<file path="config.mk">
export PLATFORM = sky130hd
export DESIGN_NAME = substring_occurrence_finder_unit
export DESIGN_NICKNAME = d
export VERILOG_FILES = /design/src/design/sofu_pkg.sv /design/src/design/sofu_csr.sv /design/src/design/sofu_match.sv /design/src/design/substring_occurrence_finder_unit.sv
export SDC_FILE = /design/constraint.sdc
export NUM_CORES = 1
export LEC_CHECK = 0
export BUFFER_PORTS_ARGS = -buffer_cell sky130_fd_sc_hd__buf_2
export CAP_MARGIN = 20
export CORE_MARGIN = 4
export CORE_UTILIZATION = 29
export CTS_BUF_LIST = sky130_fd_sc_hd__clkbuf_2
export DETAILED_ROUTE_END_ITERATION = 10
export GPL_TIMING_DRIVEN = 0
export SETUP_SLACK_MARGIN = 0.5
export SYNTH_ARGS = -nofsm -noshare
export SYNTH_HDL_FRONTEND = slang
export SYNTH_SLANG_ARGS = --single-unit
</file>
<file path="constraint.sdc">
create_clock -name clock -period 3.35 [get_ports clock]
set_clock_uncertainty 0.15 [all_clocks]
set_input_delay 0.1675 -clock clock [delete_from_list [all_inputs] [get_ports clock]]
set_output_delay 0.1675 -clock clock [all_outputs]
set_load 0.05 [all_outputs]
</file>
<file path="src/design/sofu_pkg.sv">
package sofu_pkg;

   localparam logic CMD_BYTE = 1'b0;
   localparam logic CMD_END  = 1'b1;

   localparam logic MODE_NTH  = 1'b0;
   localparam logic MODE_LAST = 1'b1;

   localparam int CSR_INDEX_BITS = 4;

   localparam logic [CSR_INDEX_BITS-1:0] REG_PATTERN_BYTES     = 4'd0;
   localparam logic [CSR_INDEX_BITS-1:0] REG_PATTERN_LENGTH    = 4'd1;
   localparam logic [CSR_INDEX_BITS-1:0] REG_TARGET_OCCURRENCE = 4'd2;
   localparam logic [CSR_INDEX_BITS-1:0] REG_SEARCH_MODE       = 4'd3;

   typedef struct packed {
      logic       command;
      logic [7:0] text_byte;
   } req_type;

   typedef struct packed {
      logic        found;
      logic [15:0] start_position;
      logic        too_long;
   } rsp_type;

   typedef struct packed {
      logic [63:0] pattern_bytes;
      logic [3:0]  pattern_length;
      logic [15:0] target_occurrence;
      logic        search_mode;
   } cfg_type;

endpackage

</file>
<file path="src/design/sofu_csr.sv">
module sofu_csr (
   input  logic                                  clock,
   input  logic                                  reset,
   input  logic                                  csr_valid,
   output logic                                  csr_ready,
   input  logic [sofu_pkg::CSR_INDEX_BITS-1:0]   csr_index,
   input  logic [63:0]                           csr_wdata,
   output sofu_pkg::cfg_type                     cfg
);

   sofu_pkg::cfg_type cfg_ff;
   sofu_pkg::cfg_type cfg_in;

   assign csr_ready = 1'b1;
   assign cfg       = cfg_ff;

   always_comb begin
      cfg_in = cfg_ff;
      if (csr_valid) begin
         case (csr_index)
            sofu_pkg::REG_PATTERN_BYTES:     cfg_in.pattern_bytes     = csr_wdata;
            sofu_pkg::REG_PATTERN_LENGTH:    cfg_in.pattern_length    = csr_wdata[3:0];
            sofu_pkg::REG_TARGET_OCCURRENCE: cfg_in.target_occurrence = csr_wdata[15:0];
            sofu_pkg::REG_SEARCH_MODE:       cfg_in.search_mode       = csr_wdata[0];
            default: ;
         endcase
      end
   end

   always_ff @(posedge clock) begin
      if (reset) begin
         cfg_ff.pattern_bytes     <= 64'd0;
         cfg_ff.pattern_length    <= 4'd1;
         cfg_ff.target_occurrence <= 16'd1;
         cfg_ff.search_mode       <= sofu_pkg::MODE_NTH;
      end else begin
         cfg_ff <= cfg_in;
      end
   end

endmodule

</file>
<file path="src/design/sofu_match.sv">
module sofu_match #(
   parameter int MAX_PATTERN_BYTES = 8
) (
   input  logic [8*MAX_PATTERN_BYTES-1:0] window,
   input  logic [63:0]                    pattern_bytes,
   input  logic [3:0]                     eff_len,
   output logic                           match
);

   logic [MAX_PATTERN_BYTES-1:0] len_hit;
   logic [MAX_PATTERN_BYTES-1:0] len_sel;

   for (genvar l = 1; l <= MAX_PATTERN_BYTES; l++) begin : g_len
      always_comb begin
         len_hit[l-1] = 1'b1;
         for (int j = 0; j < l; j++) begin
            if (window[8*(l-1-j) +: 8] != pattern_bytes[8*j +: 8]) begin
               len_hit[l-1] = 1'b0;
            end
         end
      end
      assign len_sel[l-1] = (eff_len == 4'(l));
   end

   assign match = |(len_hit & len_sel);

endmodule

</file>
<file path="src/design/substring_occurrence_finder_unit.sv">
// Streaming substring finder. One word is taken per clock unless a waiting result holds it back:
// each text byte is compared against the configured pattern (1 to MAX_PATTERN_BYTES bytes,
// overlapping matches counted) combinationally between the input register and the per-string
// state registers. Text bytes give no result. An end-of-string word passes through the input
// register, then the result register, to show its result word on the outputs, and clears the
// per-string state; a result word waiting on rsp_ready holds back only a following
// end-of-string word. search_mode selects the nth occurrence (target_occurrence, 0 acts as 1)
// or the last one. Bytes beyond 2^POSITION_BITS-1 are dropped and flagged as too_long.
// Write configuration only while idle.
module substring_occurrence_finder_unit #(
   parameter int MAX_PATTERN_BYTES = 8,
   parameter int POSITION_BITS     = 16
) (
   input  logic                                clock,
   input  logic                                reset,
   input  logic                                req_valid,
   output logic                                req_ready,
   input  sofu_pkg::req_type                   req_word,
   output logic                                rsp_valid,
   input  logic                                rsp_ready,
   output sofu_pkg::rsp_type                   rsp_word,
   input  logic                                csr_valid,
   output logic                                csr_ready,
   input  logic [sofu_pkg::CSR_INDEX_BITS-1:0] csr_index,
   input  logic [63:0]                         csr_wdata
);

   localparam int WIN_W = 8 * MAX_PATTERN_BYTES;
   localparam logic [3:0] MAX_LEN = 4'(MAX_PATTERN_BYTES);
   localparam logic [POSITION_BITS-1:0] POS_LIMIT = '1;

   sofu_pkg::cfg_type cfg;

   logic              in_valid_ff, in_valid_in;
   sofu_pkg::req_type in_word_ff;
   logic              rsp_valid_ff, rsp_valid_in;
   sofu_pkg::rsp_type rsp_word_ff, rsp_word_in;

   logic [WIN_W-1:0]         hist_ff, hist_in;
   logic [POSITION_BITS-1:0] seen_ff, seen_in;
   logic [15:0]              occ_ff, occ_in;
   logic                     hit_ff, hit_in;
   logic [POSITION_BITS-1:0] hit_pos_ff, hit_pos_in;
   logic                     ovf_ff, ovf_in;

   logic                     advance;
   logic                     is_end;
   logic [WIN_W+7:0]         shifted;
   logic [WIN_W-1:0]         window;
   logic [3:0]               eff_len;
   logic [POSITION_BITS-1:0] len_less_one;
   logic                     cmp_match;
   logic                     match;
   logic [POSITION_BITS-1:0] start;
   logic [15:0]              occ_next;
   logic [15:0]              target;
   logic [POSITION_BITS+15:0] pos_wide;

   sofu_csr u_csr (
      .clock     (clock),
      .reset     (reset),
      .csr_valid (csr_valid),
      .csr_ready (csr_ready),
      .csr_index (csr_index),
      .csr_wdata (csr_wdata),
      .cfg       (cfg)
   );

   assign is_end    = (in_word_ff.command == sofu_pkg::CMD_END);
   assign advance   = in_valid_ff && !(is_end && rsp_valid_ff && !rsp_ready);
   assign req_ready = !in_valid_ff || advance;
   assign rsp_valid = rsp_valid_ff;
   assign rsp_word  = rsp_word_ff;

   assign shifted = {hist_ff, in_word_ff.text_byte};
   assign window  = shifted[WIN_W-1:0];

   always_comb begin
      if (cfg.pattern_length == 4'd0) begin
         eff_len = 4'd1;
      end else if (cfg.pattern_length > MAX_LEN) begin
         eff_len = MAX_LEN;
      end else begin
         eff_len = cfg.pattern_length;
      end
   end

   assign len_less_one = POSITION_BITS'(eff_len - 4'd1);

   sofu_match #(
      .MAX_PATTERN_BYTES (MAX_PATTERN_BYTES)
   ) u_match (
      .window        (window),
      .pattern_bytes (cfg.pattern_bytes),
      .eff_len       (eff_len),
      .match         (cmp_match)
   );

   assign match    = cmp_match && (seen_ff >= len_less_one);
   assign start    = seen_ff - len_less_one;
   assign occ_next = (occ_ff == 16'hFFFF) ? occ_ff : occ_ff + 16'd1;
   assign target   = (cfg.target_occurrence == 16'd0) ? 16'd1 : cfg.target_occurrence;
   assign pos_wide = {16'd0, hit_pos_ff};

   always_comb begin
      in_valid_in = in_valid_ff;
      if (req_valid && req_ready) begin
         in_valid_in = 1'b1;
      end else if (advance) begin
         in_valid_in = 1'b0;
      end
   end

   always_comb begin
      rsp_valid_in = rsp_valid_ff;
      if (advance && is_end) begin
         rsp_valid_in = 1'b1;
      end else if (rsp_ready) begin
         rsp_valid_in = 1'b0;
      end
      rsp_word_in.found          = hit_ff;
      rsp_word_in.start_position = hit_ff ? pos_wide[15:0] : 16'd0;
      rsp_word_in.too_long       = ovf_ff;
   end

   always_comb begin
      hist_in    = hist_ff;
      seen_in    = seen_ff;
      occ_in     = occ_ff;
      hit_in     = hit_ff;
      hit_pos_in = hit_pos_ff;
      ovf_in     = ovf_ff;
      if (advance) begin
         if (is_end) begin
            hist_in    = '0;
            seen_in    = '0;
            occ_in     = 16'd0;
            hit_in     = 1'b0;
            hit_pos_in = '0;
            ovf_in     = 1'b0;
         end else if (seen_ff == POS_LIMIT) begin
            ovf_in = 1'b1;
         end else begin
            hist_in = window;
            seen_in = seen_ff + 1'b1;
            if (match) begin
               occ_in = occ_next;
               if (cfg.search_mode == sofu_pkg::MODE_LAST) begin
                  hit_in     = 1'b1;
                  hit_pos_in = start;
               end else if (!hit_ff && occ_next == target) begin
                  hit_in     = 1'b1;
                  hit_pos_in = start;
               end
            end
         end
      end
   end

   always_ff @(posedge clock) begin
      if (reset) begin
         in_valid_ff  <= 1'b0;
         rsp_valid_ff <= 1'b0;
         hist_ff      <= '0;
         seen_ff      <= '0;
         occ_ff       <= 16'd0;
         hit_ff       <= 1'b0;
         hit_pos_ff   <= '0;
         ovf_ff       <= 1'b0;
      end else begin
         in_valid_ff  <= in_valid_in;
         rsp_valid_ff <= rsp_valid_in;
         hist_ff      <= hist_in;
         seen_ff      <= seen_in;
         occ_ff       <= occ_in;
         hit_ff       <= hit_in;
         hit_pos_ff   <= hit_pos_in;
         ovf_ff       <= ovf_in;
      end
   end

   always_ff @(posedge clock) begin
      if (req_valid && req_ready) begin
         in_word_ff <= req_word;
      end
      if (advance && is_end) begin
         rsp_word_ff <= rsp_word_in;
      end
   end

endmodule

</file>
[After elaboration in Yosys (flattened, before gate mapping)]
Index checks and enable logic that the tools add are counted.
Operators by class
  add/sub/neg operators: 4
  $lt $le $gt $ge: 2
  equal/unequal tests: 51
  multiplexer cells: 63
  bitwise gates (word level): 1
  reduce and logical (&&, ||, !) cells: 29
Operators by type and width (count)
  8-bit inequality test: 36
  16-bit two-way mux: 12
  56-bit two-way mux: 2
  1-bit two-way mux: 47
  16-bit by 1-bit adder with 16-bit output, second input constant: 2
  16-bit equality test, second input constant: 2
  16-bit equality test: 1
  4-bit by 2-bit equality test with 1-bit output, second input constant: 4
  4-bit by 3-bit equality test with 1-bit output, second input constant: 4
  16-bit greater-or-equal comparator: 1
  16-bit logical NOT: 1
  16-bit subtractor: 1
  2-bit AND reduction: 6
  8-bit bitwise AND: 1
  4-bit by 1-bit equality test with 1-bit output, second input constant: 2
  4-bit logical NOT: 2
  4-bit two-way mux: 2
  2-bit nonzero test: 4
  8-bit OR reduction: 1
  1-bit logical AND: 7
  4-bit by 1-bit subtractor with 5-bit output, second input constant: 1
  4-bit equality test, second input constant: 1
  4-bit greater-than comparator, second input constant: 1
  1-bit logical NOT: 4
  5 further kinds: 5
Storage, ports and cells
  bits in registers: 220
  bits of input ports: 82
  output and inout port bits: 21
  word-level logic and storage cells: 167

[Longest topological paths before layout]
  word-level depth: 15
  gate-level depth with buffers: 17

[Cells and area by module]
Synthesis repeated with hierarchy kept, for this count alone.
Second synthesis, totals
  cell total of the unflattened synthesis: 1534
  area total of the unflattened synthesis: 14017.2 sq um
By module, submodules not included
  substring_occurrence_finder_unit: instances 1, cells an instance 702, area an instance 6605.1 sq um, seq. area each 2972.9 sq um
  sofu_csr: instances 1, cells an instance 352, area an instance 3743.6 sq um, seq. area each 1701.6 sq um
  sofu_match: instances 1, cells an instance 480, area an instance 3668.5 sq um, seq. area each 0.0 sq um

[Worst setup path after synthesis]
Ideal clock, no wire load.
  kind: register -> register
  from: register u_csr.cfg_ff, in the netlist u_csr.cfg[20]
  to: register hit_pos_ff[10]
  arrival time: 3205 ps
  slack: -122 ps
  cell stages (with the launch flop): 17
  path buffers: 3
  cell sequence: dfxtp_1 -> buf_2 -> nand2b_1 -> ha_1 -> inv_1 -> fa_1 -> nor2b_1 -> o21ai_1 -> nand2b_1 -> a2111oi_2 -> o21ai_1 -> o41ai_2 -> a2111oi_0 -> nor2b_1 -> buf_2 -> buf_4 -> a32o_1
Between the ends
  cells in the longest elaborated chain, start to end: 10
Ends and longest elaborated chain
  start, declared: RTL line sofu_csr.sv:11  | sofu_pkg::cfg_type cfg_ff;
  start signal, assigned: RTL line sofu_csr.sv:37  | cfg_ff <= cfg_in;
  4-bit greater-than comparator: RTL line substring_occurrence_finder_unit.sv:81  | end else if (cfg.pattern_length > MAX_LEN) begin
  4-bit two-way mux: RTL line substring_occurrence_finder_unit.sv:81
  4-bit two-way mux (*): RTL line substring_occurrence_finder_unit.sv:79  | if (cfg.pattern_length == 4'd0) begin
  4-bit by 1-bit subtractor with 5-bit output: RTL line substring_occurrence_finder_unit.sv:88  | assign len_less_one = POSITION_BITS'(eff_len - 4'd1);
  16-bit subtractor: RTL line substring_occurrence_finder_unit.sv:100  | assign start = seen_ff - len_less_one;
  16-bit two-way mux: RTL line substring_occurrence_finder_unit.sv:151  | end else if (!hit_ff && occ_next == target) begin
  16-bit two-way mux: RTL line substring_occurrence_finder_unit.sv:148  | if (cfg.search_mode == sofu_pkg::MODE_LAST) begin
  16-bit two-way mux: RTL line substring_occurrence_finder_unit.sv:146  | if (match) begin
  16-bit two-way mux: RTL line substring_occurrence_finder_unit.sv:141  | end else if (seen_ff == POS_LIMIT) begin
  16-bit two-way mux: RTL line substring_occurrence_finder_unit.sv:134  | if (is_end) begin
  end signal, assigned: RTL line substring_occurrence_finder_unit.sv:177  | hit_pos_ff <= hit_pos_in;
  end, declared: RTL line substring_occurrence_finder_unit.sv:43  | logic [POSITION_BITS-1:0] hit_pos_ff, hit_pos_in;
Mark *: on every way between the ends. The rest lies on a longest branch, timed or not. The select of a mux whose other input is x is not followed.
A chain may end at the register's enable or synchronous reset.

[Worst setup path in the final report]
  from: register u_csr.cfg_ff, in the netlist u_csr.cfg[18]
  to: register hit_pos_ff[13]
Same word-level chain as after synthesis.

==> impl_metrics.env <==
export IMPL_grt_usage_pct=20.6
export IMPL_fin_area_um2=17300
export IMPL_start_util_pct=29.4
export IMPL_seqPwrFrac_pct=50.6
export IMPL_cts_sinks=220
export IMPL_synth_cell_type_count=78
export IMPL_endpoint="hit_pos_ff[13]$_SDFFE_PP0P_"
export IMPL_rrSetupSlack_ps=-150
export IMPL_die_area_um2=48500
export IMPL_finalWirelength_mm=51.4
export IMPL_fin_crit_sh_pct=105
export IMPL_drtIter0Drc=959
export IMPL_core_area_um2=44400
export IMPL_r2r_end="hit_pos_ff[13]$_SDFFE_PP0P_"
export IMPL_antenna_found_initial=2
export IMPL_area_growth_pct=32.5
export IMPL_swShare_pct=30.1
export IMPL_critPathCaptureType="register"
export IMPL_globalplace_congestion=0.982
export IMPL_setup_ws_ps=-154
export IMPL_vias=13213
export IMPL_final_seq_area_um2=4690
export IMPL_root_buffer="clkbuf_2"
export IMPL_ys_ff_latch=220
export IMPL_ys_async_sr_fraction_pct=0
export IMPL_port_buffers=101
export IMPL_power_density_nw_per_um2=310
export IMPL_clock_fmax_mhz=285
export IMPL_yosysSeqAreaShare_pct=35.8
export IMPL_synthFlopType="dfxtp_1"
export IMPL_cts_made_buffers=60
export IMPL_cp_required_ps=4090
export IMPL_setup_viol=26
export IMPL_yosys_warnings=0
export IMPL_syn_inst=1552
export IMPL_crit_family="compound AO/OA/AOI/OAI gates"
export IMPL_grt_pass1_wl_mm=76.7
export IMPL_worst_path_max_delay_cell="or4_4"
export IMPL_slowest_delay_ps=500
export IMPL_clk_pin_slew_ps=100
export IMPL_syn_area_um2=13100
export IMPL_p_comb_share_pct=13.8
export IMPL_multiInputGateArea_um2=7960
export IMPL_violations="setup timing"
export IMPL_clk_path_buf_depth=3
export IMPL_max_cap_violations=0
export IMPL_rsz0062_at_grt="true"
export IMPL_synth_edf_count=27
export IMPL_drive_gt1_share_pct=19.5
export IMPL_crit_chain="nor2_4 -> o21bai_4 -> ha_4 -> nand2_1 -> a211o_1 -> or4_4 -> nor4_4 -> a21oi_2 -> a211o_1 -> buf_6 -> a21o_1 -> buf_6 -> buf_8 -> a32o_1"
export IMPL_status="finished with violations"
export IMPL_slew_viol_final=0
export IMPL_num_rows=77
export IMPL_placed_area_um2=14500
export IMPL_crit_path_start="u_csr.cfg[18]$_SDFFE_PP0P_"
export IMPL_cp_start_kind="register"
export IMPL_dp_hpwl_mm=36.0
export IMPL_wire_per_inst_um=20.0
export IMPL_final_antenna_net_count=0
export IMPL_r2r_cells=14
export IMPL_clockPowerShare_pct=35.6
export IMPL_internal_power_w=0.00375
export IMPL_slew_headroom_pct=33.7
export IMPL_path_class="register to register"
export IMPL_finalHoldViolations=0
export IMPL_nNetsFinal=2032
export IMPL_first_global_vias=12979
export IMPL_cp_depth=14
export IMPL_die_height_um=220
export IMPL_worst_pin_slew_ps=994
export IMPL_power_leakage_nw=7.11
export IMPL_syn_area_per_cell_um2=8.42
export IMPL_avgViaCountPerCell=5.15
export IMPL_critPathBufInv=3
export IMPL_gr_total_overflow=0
export IMPL_hp_class="input pin to register"
export IMPL_r2r_start="u_csr.cfg[18]$_SDFFE_PP0P_"
export IMPL_ir_drop_mv=0.219
export IMPL_num_io_pins=103
export IMPL_drc_errors=0
export IMPL_clock_latency_ps=1000
export IMPL_cts_tree="yes"
export IMPL_crit_arrival_ps=4250
export IMPL_worstPathMaxFanout=10
export IMPL_switchingPower_w=0.00161
export IMPL_cts_htree_levels=2
export IMPL_tns_ps=-2080
export IMPL_first_pass_iters=6
export IMPL_die_w_um=220
export IMPL_final_fill_count=4477
export IMPL_fin_crit_ps=3500
export IMPL_grt_max_degree=19
[metrics by stage]
stage,hold slack [ps],instances,utilization (%),setup WS (ps),total power [W]
final,179,2567,39.0,-154,0.00536
after global routing,82.9,2567,39.0,-279,0.00564
after floorplan,116,1565,-,96.6,0.00312
after CTS,47.3,2555,38.6,-146,0.00540
after global placement,195,2258,32.6,-982,0.00332
after detailed placement,196,2259,32.6,-1000,0.00332
[worst min-delay path, stage by stage]
cell	delay [ps]
dlygate4sd3_1	550
buf_2	160
nor3b_1	240
o211ai_1	180
[power groups by stage]
stage          logic [W]  registers, W  clock network [W]
2_1_floorplan   0.000325       0.00279                  0
3_3_place_gp    0.000543       0.00277                  0
3_5_place_dp    0.000549       0.00277                  0
4_1_cts         0.000712       0.00271            0.00198
5_1_grt         0.000789       0.00272            0.00213
6_report        0.000742       0.00271            0.00191
[kinds of logic (layout without fill, tap and decap cells)]
logic type	after synthesis	after routing	synth area share [%]
buffers and inverters	202	608	6.35
XOR/XNOR	301	301	20.2
other	1	17	0.0287
flip-flops	220	220	35.8
AO/OA/AOI/OAI	285	285	15.0
multiplexers	26	26	2.00
adder cells (fa/ha/maj)	21	21	2.07
AND/OR/NAND/NOR	496	497	18.6
[synthesized netlist by cell type (6+ instances only)]
master	count	area [um2]
a22oi_1	62	465
edfxtp_1	27	811
o21ai_1	6	30.0
or3_1	6	37.5
o21ai_0	14	70.1
ha_1	20	250
nor2_1	115	432
buf_2	21	105
buf_1	13	48.8
inv_2	7	26.3
and2_1	21	131
a21oi_1	94	470
nand4_1	53	332
nand2b_1	13	81.3
inv_1	43	161
a31oi_1	11	68.8
mux2i_1	25	250
xnor2_1	154	1350
o22ai_1	10	62.6
xor2_1	147	1290
nor3_1	21	105
nand3_1	23	115
dfxtp_1	193	3860
a32o_1	20	200
nand2_1	170	638
nor4_1	45	282
clkbuf_1	109	409
[worst min path at each step]
stage	startpoint	to	slack, ps	depth (start not counted)
final	csr_index[0]	u_csr.cfg[17]$_SDFFE_PP1P_	180	4
after global routing	csr_index[0]	u_csr.cfg[17]$_SDFFE_PP1P_	80	4
after CTS	csr_index[0]	u_csr.cfg[17]$_SDFFE_PP1P_	50	4
after detailed placement	req_word[2]	in_word_ff[2]$_DFFE_PP_	200	1
after global placement	req_word[5]	in_word_ff[5]$_DFFE_PP_	190	1
after floorplan	req_word[0]	in_word_ff[0]$_DFFE_PP_	120	0
[layer usage]
metal | up-vias | global-route usage (%) | part of all wire [%]
met2 | 551 | 35.2 | 48
li1 | 6161 | - | -
met3 | 176 | 4.20 | 7.1
met5 | - | 0 | 0
met4 | 0 | 9.63 | 4.8
met1 | 6325 | 24.9 | 40
[cells in the final DEF (no fill, tap or decap), types with 20 or more instances in the layout]
master,synthesis,layout
clkbuf_1,109,60
mux2i_1,25,25
nand4_1,53,53
nand3_1,23,20
clkbuf_2,1,139
buf_2,21,119
buf_4,2,25
dlygate4sd3_1,0,173
dfxtp_1,193,188
a32o_1,20,20
edfxtp_1,27,27
and2_1,21,21
nor4_1,45,39
nor2_1,115,113
xnor2_1,154,151
nand2_1,170,166
xor2_1,147,147
a22oi_1,62,62
a21oi_1,94,88
inv_1,43,42
[repair_timing]
item,CTS,global route
gates cloned,1,0
hold buffers,173,0
pin swaps,21,13
hold endpoints to repair,142,0
setup buffers,17,9
resized for setup,87,41
endpoints found under the setup margin,63,58
[layout make-up]
type | count | share of cell area [%]
multi-input combinational | 1144 | 46.0
sequential | 220 | 27.1
timing repair buffer | 301 | 14.3
tap | 592 | 4.28
buffer | 151 | 4.26
clock buffer | 90 | 2.60
inverter | 51 | 1.11
clock inverter | 15 | 0.419
antenna | 3 | 0.0434
[flip-flops by register name, summed over array words and instances, names as in the netlist]
signal and cells:
seen_ff 16, hist_ff 56, rsp_word 18, in_valid_ff 1, hit_pos_ff 16, ovf_ff 1
hit_ff 1, u_csr.cfg 85, in_word_ff 8, rsp_valid 1, is_end 1, occ_ff 16
Power figures use the tool's default switching activity.
